[src/qbt_pkg.sv]
// ----------------------------------------------------------------------------
// qbt_pkg
// Shared types and character codes for the quote/bracket tokenizer.
// ----------------------------------------------------------------------------
package qbt_pkg;

  // Token length field, wide enough for the largest supported buffer (63).
  localparam int unsigned TOK_LEN_W = 6;
  // Token buffers rotate over three banks.
  localparam int unsigned NUM_BANKS = 3;

  typedef logic [1:0] bank_t;

  localparam logic [7:0] CH_NUL    = 8'h00;
  localparam logic [7:0] CH_TAB    = 8'h09;
  localparam logic [7:0] CH_CR     = 8'h0D;
  localparam logic [7:0] CH_SPACE  = 8'h20;
  localparam logic [7:0] CH_QUOTE  = 8'h22;
  localparam logic [7:0] CH_SEMI   = 8'h3B;
  localparam logic [7:0] CH_LBRACK = 8'h5B;
  localparam logic [7:0] CH_RBRACK = 8'h5D;

  // One token to stream out; has_extra adds a one-byte plain token after it.
  typedef struct packed {
    bank_t                bank;
    logic [TOK_LEN_W-1:0] len;
    logic                 bracket;
    logic                 quoted;
    logic                 trunc;
    logic                 has_extra;
    logic [7:0]           extra_char;
  } cmd_t;

  // Token buffer write, front to back.
  typedef struct packed {
    logic                 en;
    bank_t                bank;
    logic [TOK_LEN_W-1:0] idx;
    logic [7:0]           data;
  } wr_t;

  function automatic logic is_space(input logic [7:0] c);
    return (c == CH_SPACE) || (c inside {[CH_TAB:CH_CR]});
  endfunction

  function automatic bank_t next_bank(input bank_t b);
    return (b == bank_t'(NUM_BANKS - 1)) ? bank_t'(0) : b + bank_t'(1);
  endfunction

endpackage

[src/qbt_if.sv]
// ----------------------------------------------------------------------------
// qbt_in_if / qbt_out_if
// Valid/ready channels of the tokenizer: input bytes and token bytes.
// ----------------------------------------------------------------------------
interface qbt_in_if;
  logic       valid;
  logic       ready;
  logic [7:0] char_in;
  logic       end_of_line;

  modport source (output valid, char_in, end_of_line, input ready);
  modport sink   (input valid, char_in, end_of_line, output ready);
endinterface

interface qbt_out_if;
  logic       valid;
  logic       ready;
  logic [7:0] token_char;
  logic       token_empty;
  logic       token_last;
  logic       token_truncated;

  modport source (output valid, token_char, token_empty, token_last, token_truncated,
                  input ready);
  modport sink   (input valid, token_char, token_empty, token_last, token_truncated,
                  output ready);
endinterface

[src/qbt_front.sv]
// ----------------------------------------------------------------------------
// qbt_front
// Parser state machine: classifies each input byte, writes token bytes into
// the buffer banks and queues one command per finished token; a command may also carry a one-byte extra token.
// ----------------------------------------------------------------------------
module qbt_front
  import qbt_pkg::*;
#(
  parameter int unsigned MAX_TOKEN = 48
) (
  input  logic       clk_i,
  input  logic       rst_ni,
  qbt_in_if.sink     in_i,
  input  logic       q_full_i,
  output logic       push_o,
  output cmd_t       cmd_o,
  output wr_t        wr_o
);

  localparam logic [TOK_LEN_W-1:0] MaxLen = TOK_LEN_W'(MAX_TOKEN);

  logic [TOK_LEN_W-1:0] len_q, len_d, len_eff;
  logic                 inq_q, inq_d;
  logic                 inb_q, inb_d;
  logic                 qp_q, qp_d;
  logic                 skip_q, skip_d;
  logic                 ovf_q, ovf_d, ovf_eff;
  bank_t                bank_q, bank_d;

  logic       accept;
  logic [7:0] c;
  logic       app, em_mid, em_br, em_qt, em_eol, do_plain;

  assign in_i.ready = !q_full_i;
  assign accept     = in_i.valid && in_i.ready;
  assign c          = in_i.char_in;

  always_comb begin
    len_d    = len_q;
    inq_d    = inq_q;
    inb_d    = inb_q;
    qp_d     = qp_q;
    skip_d   = skip_q;
    ovf_d    = ovf_q;
    bank_d   = bank_q;
    app      = 1'b0;
    em_mid   = 1'b0;
    em_br    = 1'b0;
    em_qt    = 1'b0;
    em_eol   = 1'b0;
    do_plain = 1'b0;
    len_eff  = len_q;
    ovf_eff  = ovf_q;
    wr_o     = '0;
    cmd_o    = '0;
    push_o   = 1'b0;

    if (accept) begin
      if (skip_q) begin
        // rest of line ignored
      end else if (qp_q) begin
        qp_d = 1'b0;
        if (c == CH_QUOTE) begin
          app = 1'b1;
        end else begin
          em_mid   = 1'b1;
          em_qt    = 1'b1;
          inq_d    = 1'b0;
          do_plain = 1'b1;
        end
      end else if (inq_q) begin
        if (c == CH_QUOTE) qp_d = 1'b1;
        else               app  = 1'b1;
      end else if (inb_q) begin
        if (c == CH_RBRACK) begin
          em_mid = 1'b1;
          em_br  = 1'b1;
          inb_d  = 1'b0;
        end else begin
          app = 1'b1;
        end
      end else begin
        do_plain = 1'b1;
      end

      if (do_plain) begin
        if (c == CH_SEMI) begin
          skip_d = 1'b1;
        end else if (is_space(c)) begin
          // after a mid-item emit the buffer is already empty
          if (!em_mid && (len_q != '0)) em_mid = 1'b1;
        end else if (c == CH_QUOTE) begin
          inq_d = 1'b1;
        end else if (c == CH_LBRACK) begin
          inb_d = 1'b1;
        end else begin
          app = 1'b1;
        end
      end

      len_eff = em_mid ? '0 : len_q;
      ovf_eff = em_mid ? 1'b0 : ovf_q;
      len_d   = len_eff;
      ovf_d   = ovf_eff;

      if (app) begin
        if (len_eff < MaxLen) begin
          wr_o.en   = 1'b1;
          wr_o.bank = em_mid ? next_bank(bank_q) : bank_q;
          wr_o.idx  = len_eff;
          wr_o.data = c;
          len_d     = len_eff + TOK_LEN_W'(1);
        end else begin
          ovf_d = 1'b1;
        end
      end

      cmd_o.bank       = bank_q;
      cmd_o.len        = len_q;
      cmd_o.trunc      = ovf_q;
      cmd_o.bracket    = em_br;
      cmd_o.quoted     = em_qt;
      cmd_o.extra_char = c;

      if (in_i.end_of_line) begin
        if (qp_d) begin
          em_eol       = 1'b1;
          cmd_o.quoted = 1'b1;
        end else if (len_d != '0) begin
          if (em_mid) begin
            // second token of this byte: the byte itself
            cmd_o.has_extra = 1'b1;
          end else begin
            em_eol      = 1'b1;
            cmd_o.len   = len_d;
            cmd_o.trunc = ovf_d;
          end
        end
        len_d  = '0;
        inq_d  = 1'b0;
        inb_d  = 1'b0;
        qp_d   = 1'b0;
        skip_d = 1'b0;
        ovf_d  = 1'b0;
      end

      push_o = em_mid || em_eol;
      if (push_o) bank_d = next_bank(bank_q);
    end
  end

  always_ff @(posedge clk_i or negedge rst_ni) begin
    if (!rst_ni) begin
      len_q  <= '0;
      inq_q  <= 1'b0;
      inb_q  <= 1'b0;
      qp_q   <= 1'b0;
      skip_q <= 1'b0;
      ovf_q  <= 1'b0;
      bank_q <= '0;
    end else begin
      len_q  <= len_d;
      inq_q  <= inq_d;
      inb_q  <= inb_d;
      qp_q   <= qp_d;
      skip_q <= skip_d;
      ovf_q  <= ovf_d;
      bank_q <= bank_d;
    end
  end

endmodule

[src/qbt_cmd_fifo.sv]
// ----------------------------------------------------------------------------
// qbt_cmd_fifo
// Two-entry command queue between parser and token streamer.
// ----------------------------------------------------------------------------
module qbt_cmd_fifo
  import qbt_pkg::*;
(
  input  logic clk_i,
  input  logic rst_ni,
  input  logic push_i,
  input  cmd_t cmd_i,
  input  logic pop_i,
  output cmd_t head_o,
  output logic full_o,
  output logic empty_o
);

  cmd_t       slot_q [2];
  logic       wptr_q, rptr_q;
  logic [1:0] count_q;

  assign head_o  = slot_q[rptr_q];
  assign full_o  = (count_q == 2'd2);
  assign empty_o = (count_q == 2'd0);

  always_ff @(posedge clk_i) begin
    if (push_i) slot_q[wptr_q] <= cmd_i;
  end

  always_ff @(posedge clk_i or negedge rst_ni) begin
    if (!rst_ni) begin
      wptr_q  <= 1'b0;
      rptr_q  <= 1'b0;
      count_q <= 2'd0;
    end else begin
      if (push_i) wptr_q <= !wptr_q;
      if (pop_i)  rptr_q <= !rptr_q;
      count_q <= count_q + 2'(push_i) - 2'(pop_i);
    end
  end

endmodule

[src/qbt_back.sv]
// ----------------------------------------------------------------------------
// qbt_back
// Token streamer: owns the banked token buffer, walks each queued command
// byte by byte through a read stage and an output register.
// ----------------------------------------------------------------------------
module qbt_back
  import qbt_pkg::*;
#(
  parameter int unsigned MAX_TOKEN = 48
) (
  input  logic       clk_i,
  input  logic       rst_ni,
  input  wr_t        wr_i,
  input  cmd_t       cmd_i,
  input  logic       cmd_valid_i,
  output logic       pop_o,
  qbt_out_if.source  out_o
);

  localparam int unsigned DEPTH = NUM_BANKS * MAX_TOKEN;
  localparam int unsigned AW    = $clog2(DEPTH);
  localparam int unsigned PW    = $clog2(MAX_TOKEN + 3);
  localparam int unsigned IW    = (MAX_TOKEN > 1) ? $clog2(MAX_TOKEN) : 1;
  localparam logic [AW-1:0] Base1 = AW'(MAX_TOKEN);
  localparam logic [AW-1:0] Base2 = AW'(2 * MAX_TOKEN);

  logic [7:0] store_q [DEPTH];

  // sequencer
  logic [PW-1:0] pos_q, n_main, sidx;
  logic          xtra_q;
  logic          a_adv, el_last, el_final, el_store, el_empty, el_trunc;
  logic [7:0]    el_char;
  logic [AW-1:0] rd_addr, wr_addr;

  // read stage
  logic       b_valid_q, b_adv, b_store_q, b_empty_q, b_last_q, b_trunc_q;
  logic [7:0] b_char_q, rd_q;

  // output register
  logic       o_valid_q, o_empty_q, o_last_q, o_trunc_q;
  logic [7:0] o_char_q;

  function automatic logic [AW-1:0] bank_base(input bank_t b);
    case (b)
      2'd1:    return Base1;
      2'd2:    return Base2;
      default: return '0;
    endcase
  endfunction

  always_comb begin
    n_main = (cmd_i.quoted && (cmd_i.len == '0))
           ? PW'(1)
           : PW'(cmd_i.len) + (cmd_i.bracket ? PW'(2) : PW'(0));
    sidx     = cmd_i.bracket ? pos_q - PW'(1) : pos_q;
    el_last  = 1'b1;
    el_final = 1'b1;
    el_store = 1'b0;
    el_empty = 1'b0;
    el_trunc = 1'b0;
    el_char  = cmd_i.extra_char;
    if (!xtra_q) begin
      el_last  = (pos_q == n_main - PW'(1));
      el_final = el_last && !cmd_i.has_extra;
      el_trunc = cmd_i.trunc;
      if (cmd_i.quoted && (cmd_i.len == '0)) begin
        el_char  = CH_NUL;
        el_empty = 1'b1;
      end else if (cmd_i.bracket && (pos_q == '0)) begin
        el_char = CH_LBRACK;
      end else if (cmd_i.bracket && el_last) begin
        el_char = CH_RBRACK;
      end else begin
        el_store = 1'b1;
      end
    end
  end

  assign rd_addr = bank_base(cmd_i.bank) + AW'(sidx[IW-1:0]);
  assign wr_addr = bank_base(wr_i.bank) + AW'(wr_i.idx);

  assign b_adv = b_valid_q && (!o_valid_q || out_o.ready);
  assign a_adv = cmd_valid_i && (!b_valid_q || b_adv);
  assign pop_o = a_adv && el_final;

  always_ff @(posedge clk_i) begin
    if (wr_i.en) store_q[wr_addr] <= wr_i.data;
    if (a_adv) begin
      rd_q      <= store_q[rd_addr];
      b_char_q  <= el_char;
      b_store_q <= el_store;
      b_empty_q <= el_empty;
      b_last_q  <= el_last;
      b_trunc_q <= el_trunc;
    end
    if (b_adv) begin
      o_char_q  <= b_store_q ? rd_q : b_char_q;
      o_empty_q <= b_empty_q;
      o_last_q  <= b_last_q;
      o_trunc_q <= b_trunc_q;
    end
  end

  always_ff @(posedge clk_i or negedge rst_ni) begin
    if (!rst_ni) begin
      pos_q     <= '0;
      xtra_q    <= 1'b0;
      b_valid_q <= 1'b0;
      o_valid_q <= 1'b0;
    end else begin
      if (a_adv) begin
        if (el_final) begin
          pos_q  <= '0;
          xtra_q <= 1'b0;
        end else if (el_last) begin
          pos_q  <= '0;
          xtra_q <= 1'b1;
        end else begin
          pos_q <= pos_q + PW'(1);
        end
      end
      if (a_adv)      b_valid_q <= 1'b1;
      else if (b_adv) b_valid_q <= 1'b0;
      if (b_adv)             o_valid_q <= 1'b1;
      else if (out_o.ready)  o_valid_q <= 1'b0;
    end
  end

  assign out_o.valid           = o_valid_q;
  assign out_o.token_char      = o_char_q;
  assign out_o.token_empty     = o_empty_q;
  assign out_o.token_last      = o_last_q;
  assign out_o.token_truncated = o_trunc_q;

endmodule

[src/quote_bracket_tokenizer.sv]
// ----------------------------------------------------------------------------
// quote_bracket_tokenizer
// Splits a script line, one byte per beat, into tokens emitted byte by byte.
// ----------------------------------------------------------------------------
// Usage:
//   in_i  : one line byte per beat (char_in), end_of_line on the final byte.
//   out_o : one token byte per beat; token_last marks a token's final byte,
//           token_empty the single beat of an empty quoted string,
//           token_truncated every byte of a token that lost bytes past
//           MAX_TOKEN.
// Throughput: the parser takes one byte per cycle while the two-entry token
//   queue has room; the streamer sends one token byte per cycle while out_o
//   is not stalled. With tokens waiting in both queue slots, in_i.ready drops
//   until the streamer has fetched the last byte of the oldest one.
// Path: the first byte of a token reaches out_o through the queue, the buffer
//   read stage and the output register.
// Reset: parser flags, queue and pipeline valids clear; buffer contents do
//   not, and no unwritten buffer byte reaches out_o.
// Stall: out_o holds its beat while ready is low; the streamer and then the
//   parser back up behind it without losing data.
// ----------------------------------------------------------------------------
module quote_bracket_tokenizer
  import qbt_pkg::*;
#(
  parameter int unsigned MAX_TOKEN = 48
) (
  input  logic       clk_i,
  input  logic       rst_ni,
  qbt_in_if.sink     in_i,
  qbt_out_if.source  out_o
);

  cmd_t push_cmd, head_cmd;
  wr_t  buf_wr;
  logic push, pop, q_full, q_empty;

  // Front: parser state, buffer writes, one command per closed token (which may carry a one-byte extra token).
  qbt_front #(
    .MAX_TOKEN (MAX_TOKEN)
  ) u_front (
    .clk_i    (clk_i),
    .rst_ni   (rst_ni),
    .in_i     (in_i),
    .q_full_i (q_full),
    .push_o   (push),
    .cmd_o    (push_cmd),
    .wr_o     (buf_wr)
  );

  // Decoupling queue; each entry pins one of three buffer banks.
  qbt_cmd_fifo u_fifo (
    .clk_i   (clk_i),
    .rst_ni  (rst_ni),
    .push_i  (push),
    .cmd_i   (push_cmd),
    .pop_i   (pop),
    .head_o  (head_cmd),
    .full_o  (q_full),
    .empty_o (q_empty)
  );

  // Back: walks the head command through the buffer into out_o.
  qbt_back #(
    .MAX_TOKEN (MAX_TOKEN)
  ) u_back (
    .clk_i       (clk_i),
    .rst_ni      (rst_ni),
    .wr_i        (buf_wr),
    .cmd_i       (head_cmd),
    .cmd_valid_i (!q_empty),
    .pop_o       (pop),
    .out_o       (out_o)
  );

  // Queue never pushed while full.
  assert property (@(posedge clk_i) disable iff (!rst_ni) push |-> !q_full)
    else $error("token queue overflow");

  // Queue never popped while empty.
  assert property (@(posedge clk_i) disable iff (!rst_ni) pop |-> !q_empty)
    else $error("token queue underflow");

  // An empty quoted token is a single NUL beat that closes the token.
  assert property (@(posedge clk_i) disable iff (!rst_ni)
      out_o.valid && out_o.token_empty |-> out_o.token_last && out_o.token_char == CH_NUL)
    else $error("malformed empty token beat");

  // Buffer write never lands in a bank still owned by the queue head.
  assert property (@(posedge clk_i) disable iff (!rst_ni)
      buf_wr.en && !q_empty |-> buf_wr.bank != head_cmd.bank)
    else $error("buffer write into a pending bank");

endmodule
[src/flat_wrapper.sv]
// flat-port wrapper written by rule: the top's interface ports become plain ports
module quote_bracket_tokenizer_flat import qbt_pkg::*;
#(
  parameter int unsigned MAX_TOKEN = 48
)
  (clk_i, rst_ni, in_i_valid, in_i_char_in, in_i_end_of_line, in_i_ready, out_o_valid, out_o_token_char, out_o_token_empty, out_o_token_last, out_o_token_truncated, out_o_ready);
  qbt_in_if in_i_i ();
  qbt_out_if out_o_i ();
  input  logic clk_i;
  input  logic rst_ni;
  input wire logic [$bits(in_i_i.valid)-1:0] in_i_valid;
  input wire logic [$bits(in_i_i.char_in)-1:0] in_i_char_in;
  input wire logic [$bits(in_i_i.end_of_line)-1:0] in_i_end_of_line;
  output wire logic [$bits(in_i_i.ready)-1:0] in_i_ready;
  output wire logic [$bits(out_o_i.valid)-1:0] out_o_valid;
  output wire logic [$bits(out_o_i.token_char)-1:0] out_o_token_char;
  output wire logic [$bits(out_o_i.token_empty)-1:0] out_o_token_empty;
  output wire logic [$bits(out_o_i.token_last)-1:0] out_o_token_last;
  output wire logic [$bits(out_o_i.token_truncated)-1:0] out_o_token_truncated;
  input wire logic [$bits(out_o_i.ready)-1:0] out_o_ready;
  assign in_i_i.valid = in_i_valid;
  assign in_i_i.char_in = in_i_char_in;
  assign in_i_i.end_of_line = in_i_end_of_line;
  assign in_i_ready = in_i_i.ready;
  assign out_o_valid = out_o_i.valid;
  assign out_o_token_char = out_o_i.token_char;
  assign out_o_token_empty = out_o_i.token_empty;
  assign out_o_token_last = out_o_i.token_last;
  assign out_o_token_truncated = out_o_i.token_truncated;
  assign out_o_i.ready = out_o_ready;
  quote_bracket_tokenizer #(.MAX_TOKEN(MAX_TOKEN)) u_core (.clk_i(clk_i), .rst_ni(rst_ni), .in_i(in_i_i), .out_o(out_o_i));
endmodule
[config.mk]
export PLATFORM = sky130hd
export DESIGN_NAME = quote_bracket_tokenizer_flat
export DESIGN_NICKNAME = d
export VERILOG_FILES = /design/src/qbt_pkg.sv /design/src/qbt_if.sv /design/src/qbt_front.sv /design/src/qbt_cmd_fifo.sv /design/src/qbt_back.sv /design/src/quote_bracket_tokenizer.sv /design/src/flat_wrapper.sv
export SDC_FILE = /design/constraint.sdc
export NUM_CORES = 1
export LEC_CHECK = 0
export ABC_AREA = 1
export BUFFER_PORTS_ARGS = -buffer_cell sky130_fd_sc_hd__buf_2
export CORE_UTILIZATION = 25
export DETAILED_ROUTE_END_ITERATION = 8
export HOLD_SLACK_MARGIN = 0.15
export MAX_ROUTING_LAYER = met4
export SLEW_MARGIN = 10
export SYNTH_ARGS = -nofsm -noshare
export SYNTH_HDL_FRONTEND = slang
export SYNTH_SLANG_ARGS = --single-unit
export TNS_END_PERCENT = 10
[constraint.sdc]
create_clock -name clk_i -period 6.5 [get_ports clk_i]
set_input_delay 1.3 -clock clk_i [delete_from_list [all_inputs] [get_ports clk_i]]
set_output_delay 1.3 -clock clk_i [all_outputs]
set_load 0.05 [all_outputs]
* Yosys cells after proc, flatten, opt, wreduce, memory -nomap -nowiden *
Memory sizes are Yosys's and may differ from the RTL's. A register that Yosys moved wholly into a read port is not among the register bits.
Cells that the tools add are included.

word-level totals
  bits in writable memories = 1192
  word-level logic and storage cells = 201
  bits in registers = 49
  latch bits = 0
  output and inout bits = 13
  memories = 2
  bits of input ports = 13
  memory bits (read-only) = 0

memories
  name                   depth  bits a word  read ports  clocked after Yosys merged registers in  wr ports  RTL line            text
  u_core.u_back.store_q  144    8            1           1                                        1         qbt_back.sv:27      logic [7:0] store_q [DEPTH];
  u_core.u_fifo.slot_q   2      20           1           0                                        1         qbt_cmd_fifo.sv:18  cmd_t slot_q [2];

operators by class
  $lt $le $gt $ge = 3
  add/subtract/negate cells = 10
  shifts and indexed selects = 0
  multipliers = 0
  equal/unequal tests = 12
  reduce and logical (&&, ||, !) cells = 36
  bitwise gates (word level) = 0
  divide/modulo/power cells = 0
  mux-type cells = 115

operators by type and width
  kind                                                                number
  2-to-1 mux 1 bit                                                    85
  2-to-1 mux 6 bit                                                    13
  2-to-1 mux 17 bit                                                   3
  2-to-1 mux 8 bit                                                    5
  one-hot mux 7 bit (2 select lines)                                  2
  == test 8 x 6 -> 1 bit (second input constant)                      3
  2-to-1 mux 20 bit                                                   1
  adder 8 x 6 -> 8 bit                                                2
  == test 8 x 7 -> 1 bit (second input constant)                      2
  adder 6 x 1 -> 6 bit (second input constant)                        2
  zero test 6 bit                                                     2
  nonzero test 6 bit                                                  2
  subtractor 6 x 1 -> 6 bit (second input constant)                   2
  logical AND 1 bit                                                   10
  2-to-1 mux 2 bit                                                    5
  nonzero test 2 bit                                                  5
  == test 2 bit (second input constant)                               4
  greater-or-equal comparator 8 x 4 -> 1 bit (second input constant)  1
  less-or-equal comparator 8 x 4 -> 1 bit (second input constant)     1
  zero test 1 bit                                                     8
  adder 6 x 2 -> 6 bit                                                1
  == test 6 bit                                                       1
  less-than comparator 6 bit (second input constant)                  1
  == test 2 x 1 -> 1 bit (second input constant)                      2
  9 further kinds                                                     13

* Longest topological paths before layout *
  depth in word-level cells = 28
  gate-level depth with buffers = 25
  gate-level depth less buffers = 23

* Hierarchy *
Synthesis repeated with hierarchy kept, for this count alone.

unflattened totals
  cells, all modules = 5321
  area, all modules = 55291.8 um^2

modules (own cells, without submodules)
  module                   seq. area each (um^2)  cells each  instances  area each (um^2)
  qbt_back                 35749.3                4931        1          52049.9
  qbt_cmd_fifo             1301.2                 129         1          1684.1
  qbt_front                325.3                  260         1          1554.0
  quote_bracket_tokenizer  0.0                    1           1          3.8

* Worst setup path before layout *
Ideal clock, no wire load.

  path kind = input to register
  start = input in_i_char_in[7]
  end = memory u_core.u_back.store_q[0][0] (data pin)
  library setup time = 0.873 ns
  buffers on the path = 1
  data required time = 5.627 ns
  stages on the path = 14
  path slack = -0.148 ns
  data arrival time = 5.775 ns
  cell sequence = inv_1 -> nand2_1 -> nor2_1 -> nand2_1 -> nor2_1 -> nand2_1 -> nand2_1 -> inv_2 -> nand4_4 -> nand2_2 -> nor2_4 -> inv_2 -> buf_6 -> nor2_1

RTL lines
  what             RTL line            text
  start, declared  flat_wrapper.sv:12  input wire logic [$bits(in_i_i.char_in)-1:0] in_i_char_in;
  end, declared    qbt_back.sv:27

* Worst setup path after layout *
  start = input in_i_char_in[7]
  end = memory u_core.u_back.store_q[72][1], enable pin

on the way
  longest elaborated chain between the ends = 22
  elaborated cells between the ends (all ways) = 50
  those cells by class = 1 x add/sub; 3 x order compare; 7 x eq/ne; 35 x mux; 4 x reduce/logical

ends and longest elaborated chain
  what                                                     RTL line          text
  == test 8 x 7 -> 1 bit                                   qbt_front.sv:75   if (c == CH_RBRACK) begin
  2-to-1 mux 1 bit                                         qbt_front.sv:75
  2-to-1 mux 1 bit                                         qbt_front.sv:74   end else if (inb_q) begin
  2-to-1 mux 1 bit                                         qbt_front.sv:71   end else if (inq_q) begin
  2-to-1 mux 1 bit                                         qbt_front.sv:61   end else if (qp_q) begin
  2-to-1 mux 1 bit                                         qbt_front.sv:59   if (skip_q) begin
  2-to-1 mux 1 bit                                         qbt_front.sv:58   if (accept) begin
  zero test 1 bit                                          qbt_front.sv:91   if (!em_mid && (len_q != '0)) em_mid = 1'b1;
  [6 not listed]                                           -
  2-to-1 mux 6 bit                                         qbt_front.sv:101  len_eff = em_mid ? '0 : len_q;
  less-than comparator 6 bit                               qbt_front.sv:107  if (len_eff < MaxLen) begin
  2-to-1 mux 17 bit                                        qbt_front.sv:107
  2-to-1 mux 17 bit (*)                                    qbt_front.sv:106  if (app) begin
  2-to-1 mux 17 bit (*)                                    qbt_front.sv:58
  == test 2 bit or == test 2 x 1 -> 1 bit (tied branches)  qbt_back.sv:45    case (b)
  one-hot mux 7 bit (2 select lines)                       qbt_back.sv:45
  adder 8 x 6 -> 8 bit                                     qbt_back.sv:81    assign wr_addr = bank_base(wr_i.bank) + AW'(wr_i.idx);

Mark *: on every way between the ends. The rest lies on a longest branch, timed or not. The select of a mux whose other input is x is not followed.

==> flow_metrics.env <==
export IMPL_ys_types=50
export IMPL_synth_top_area_share_pct=70.3
export IMPL_critPathCapture="u_core.u_back.store_q[72][1]$_DFFE_PP_"
export IMPL_layout_nets=4387
export IMPL_ir_worst_vdd_mv=0.862
export IMPL_io_pins=26
export IMPL_synth_nets=4383
export IMPL_ant_nets=0
export IMPL_layout_commonest_cell="edfxtp_1"
export IMPL_seq_area_frac_synth_pct=71.6
export IMPL_via_count=34102
export IMPL_hold_buffers=0
export IMPL_grt_pass1_vias=32931
export IMPL_path_buf_inv=6
export IMPL_port_buffers=25
export IMPL_tightest_slew_ps=1160
export IMPL_ctsHtreeMaxLevel=3
export IMPL_grt_usage_pct=13.5
export IMPL_place_hpwl_um=79600
export IMPL_area_growth_synth_to_final_pct=14.8
export IMPL_insertion_delay_ps=740
export IMPL_drive_gt1_share_pct=9.10
export IMPL_status="completed"
export IMPL_route_detailed_drc=0
export IMPL_worstSetupStartpoint="in_i_char_in[7]"
export IMPL_cp_required_ps=6870
export IMPL_finalPower_mw=30.8
export IMPL_final_cell_mix="1223 x edfxtp_1, 906 x nand2_1, 615 x nand3_1, 389 x o21ai_0, 358 x nor2_1"
export IMPL_wl_um=142000
export IMPL_cts_tree="built"
export IMPL_leakage_nw=20.7
export IMPL_endpoint_kind="flop"
export IMPL_place_congestion=0.872
export IMPL_fin_crit_ps=5090
export IMPL_slew_violations=0
export IMPL_drtIter0Drc=3615
export IMPL_synthXorXnorAreaFrac_pct=0.453
export IMPL_multi_input_area_um2=13100
export IMPL_whs_ps=420
export IMPL_synth_seq_cells=1249
export IMPL_dr_pass1_iters=6
export IMPL_die_y_um=459
export IMPL_setup_viol=0
export IMPL_fin_util_pct=28.9
export IMPL_synth_top_family_by_area="simple AND/OR/NAND/NOR gates"
export IMPL_path_max_fanout=13
export IMPL_cts_resized_gates=0
export IMPL_cpMostUsedCell="nand2_1"
export IMPL_cp_slowest_cell="nor2_1"
export IMPL_synthSimpleGateAreaFrac_pct=16.0
export IMPL_start_util_pct=25.2
export IMPL_cpLargestDelayFamily="simple AND/OR/NAND/NOR gates"
export IMPL_worst_r2r_endpoint="u_core.u_back.store_q[72][1]$_DFFE_PP_"
export IMPL_yosys_area_share_adder_pct=0.484
export IMPL_postCtsSetupBuffers=0
export IMPL_dieArea_um2=211000
export IMPL_dieWidth_um=459
export IMPL_yosysWarnings=0
export IMPL_synth_avg_cell_area_um2=12.0
export IMPL_fp_coreArea_um2=207000
export IMPL_drv_cap=0
export IMPL_fill_cells=21068
export IMPL_worstSetupPathDepth=23
export IMPL_arrival_ps=5470
export IMPL_rsz0062_at_grt="no"
export IMPL_viasPerCell=4.70
export IMPL_power_density_nw_per_um2=513
export IMPL_yosys_top_cells_area="edfxtp_1 70%, nand2_1 6.5%, nand3_1 5.9%"
export IMPL_synth_area_mux_share_pct=0.307
export IMPL_syn_cell_area_um2=52200
export IMPL_ff_latch_area_um2=37400
export IMPL_hold_class="reg -> reg"
export IMPL_max_stage_delay_ps=700
export IMPL_cts_clk_slew_worst_paths_ps=60
export IMPL_max_freq_ghz=0.196
export IMPL_r2r_start="u_core.u_front.len_q[2]$_DFFE_PN0P_"
export IMPL_grt_max_degree=224
export IMPL_path_class="in -> reg"
export IMPL_grt_pass1_wl_um=209000
export IMPL_cts_root_buf="clkbuf_16"
export IMPL_finalCritPeriodShare_pct=78.4
export IMPL_synth_compound_area_share_pct=7.66
export IMPL_cp_cell_sequence="buf_2 > inv_1 > nand2_1 > nor2_1 > nand2_1 > nor2_1 > nand2_1 > nand2_1 > inv_2 > nand4_4 > nand2_2 > nor2_4 > nand2_1 > inv_1 > ha_1 > ha_1 > inv_1 > fa_1 > xnor2_1 > inv_1 > nor2_1 > nand2_1 > nor2_1"
export IMPL_slew_headroom_pct=22.7
export IMPL_num_rows=167
export IMPL_gr_total_overflow=0
export IMPL_whs_path_depth=0
export IMPL_antenna_found_initial=1
export IMPL_startpoint_type="input pin"
export IMPL_fin_skew_ps=22.7
export IMPL_synth_largest_area_cell="edfxtp_1"
export IMPL_clockBufferDepth=3
export IMPL_hold_violations=0
export IMPL_wl_per_cell_um=19.6
export IMPL_postSynthCellCount=4351
export IMPL_cts_buffers=121
export IMPL_reg2reg_slack_ps=1760
export IMPL_reg2reg_depth=16
export IMPL_clock_sinks=1249
layer usage:
metal / routed length (um) / GRT usage (%) / part of all wire, %
met3: 11200 / 2.34 / 7.9
met5: 0 / - / 0
met2: 67800 / 21.7 / 48
met1: 58300 / 17.0 / 41
met4: 4720 / 4.73 / 3.3
logic make-up (layout without fill, tap and decap cells):
group | Yosys count | count (layout)
simple gates | 1951 | 1951
flops | 1249 | 1249
compound gates | 675 | 675
buf+inv | 421 | 530
xor+xnor | 21 | 21
fa+ha+maj | 19 | 19
mux | 15 | 15
other cells | 0 | 2
stage by stage:
stage	setup TNS, ps	instances	worst slack, ps	area [um^2]
after floorplan	-41500	4351	-144	52300
after global placement	0	7020	763	55900
after detailed placement	0	7020	695	55900
after CTS	0	7248	1470	60000
after global routing	0	7249	1140	60000
final	0	7250	1410	60000
flip-flops by register name, indices dropped and copies added (netlist names), 2 cells and up:
signal / count
u_core.u_fifo.slot_q: 40
u_core.u_front.len_q: 6
u_core.u_back.store_q: 1152
u_core.u_fifo.count_q: 2
u_core.u_back.rd_q: 8
u_core.u_back.b_char_q: 8
u_core.u_front.bank_q: 2
u_core.u_back.out_o.token_char: 8
u_core.u_back.pos_q: 6
where the power goes:
part | leakage [nW] | internal [mW] | switching [mW]
Combinational | 7.11 | 3.71 | 10.1
Sequential | 11.6 | 9.53 | 0.125
Clock | 1.99 | 4.21 | 3.05
layout make-up:
cell class / instances / share of cell area (%)
Tap cell: 2788 / 5.82
Clock buffer: 147 / 5.33
Clock inverter: 81 / 1.51
Timing Repair Buffer: 145 / 2.13
Inverter: 157 / 1.00
Antenna cell: 2 / 0.00835
Multi-Input combinational cell: 2681 / 21.9
Sequential cell: 1249 / 62.3
how the worst min path moves through the flow:
stage	start	to	slack, ps
detailed placement	u_core.u_back.b_empty_q$_SDFFCE_PP0P_	u_core.u_back.out_o.token_empty$_DFFE_PP_	410
CTS	u_core.u_back.b_empty_q$_SDFFCE_PP0P_	u_core.u_back.out_o.token_empty$_DFFE_PP_	420
floorplan	u_core.u_back.b_empty_q$_SDFFCE_PP0P_	u_core.u_back.out_o.token_empty$_DFFE_PP_	400
finish	u_core.u_back.b_empty_q$_SDFFCE_PP0P_	u_core.u_back.out_o.token_empty$_DFFE_PP_	420
global route	u_core.u_back.b_empty_q$_SDFFCE_PP0P_	u_core.u_back.out_o.token_empty$_DFFE_PP_	430
global placement	u_core.u_back.b_empty_q$_SDFFCE_PP0P_	u_core.u_back.out_o.token_empty$_DFFE_PP_	410
cells in the mapped netlist (all sizes together):
cell and number:
a31oi 1, fa 2, a21o 1, o22ai 40, mux2 8, o221ai 15
nand4 17, nor3 10, dfrtp 26, nand2 927, inv 156, mux2i 7
edfxtp 1223, ha 17, clkbuf 91, clkinv 1, o41ai 1, buf 173
o21bai 129, a21oi 18, nand3 620, or2 4, o211ai 63, o21ai 404
xor2 14, a22oi 1, a41oi 1, a211oi 1, nor4 1, nor2 372
xnor2 7
No activity file was read; power rests on OpenSTA's default activity.
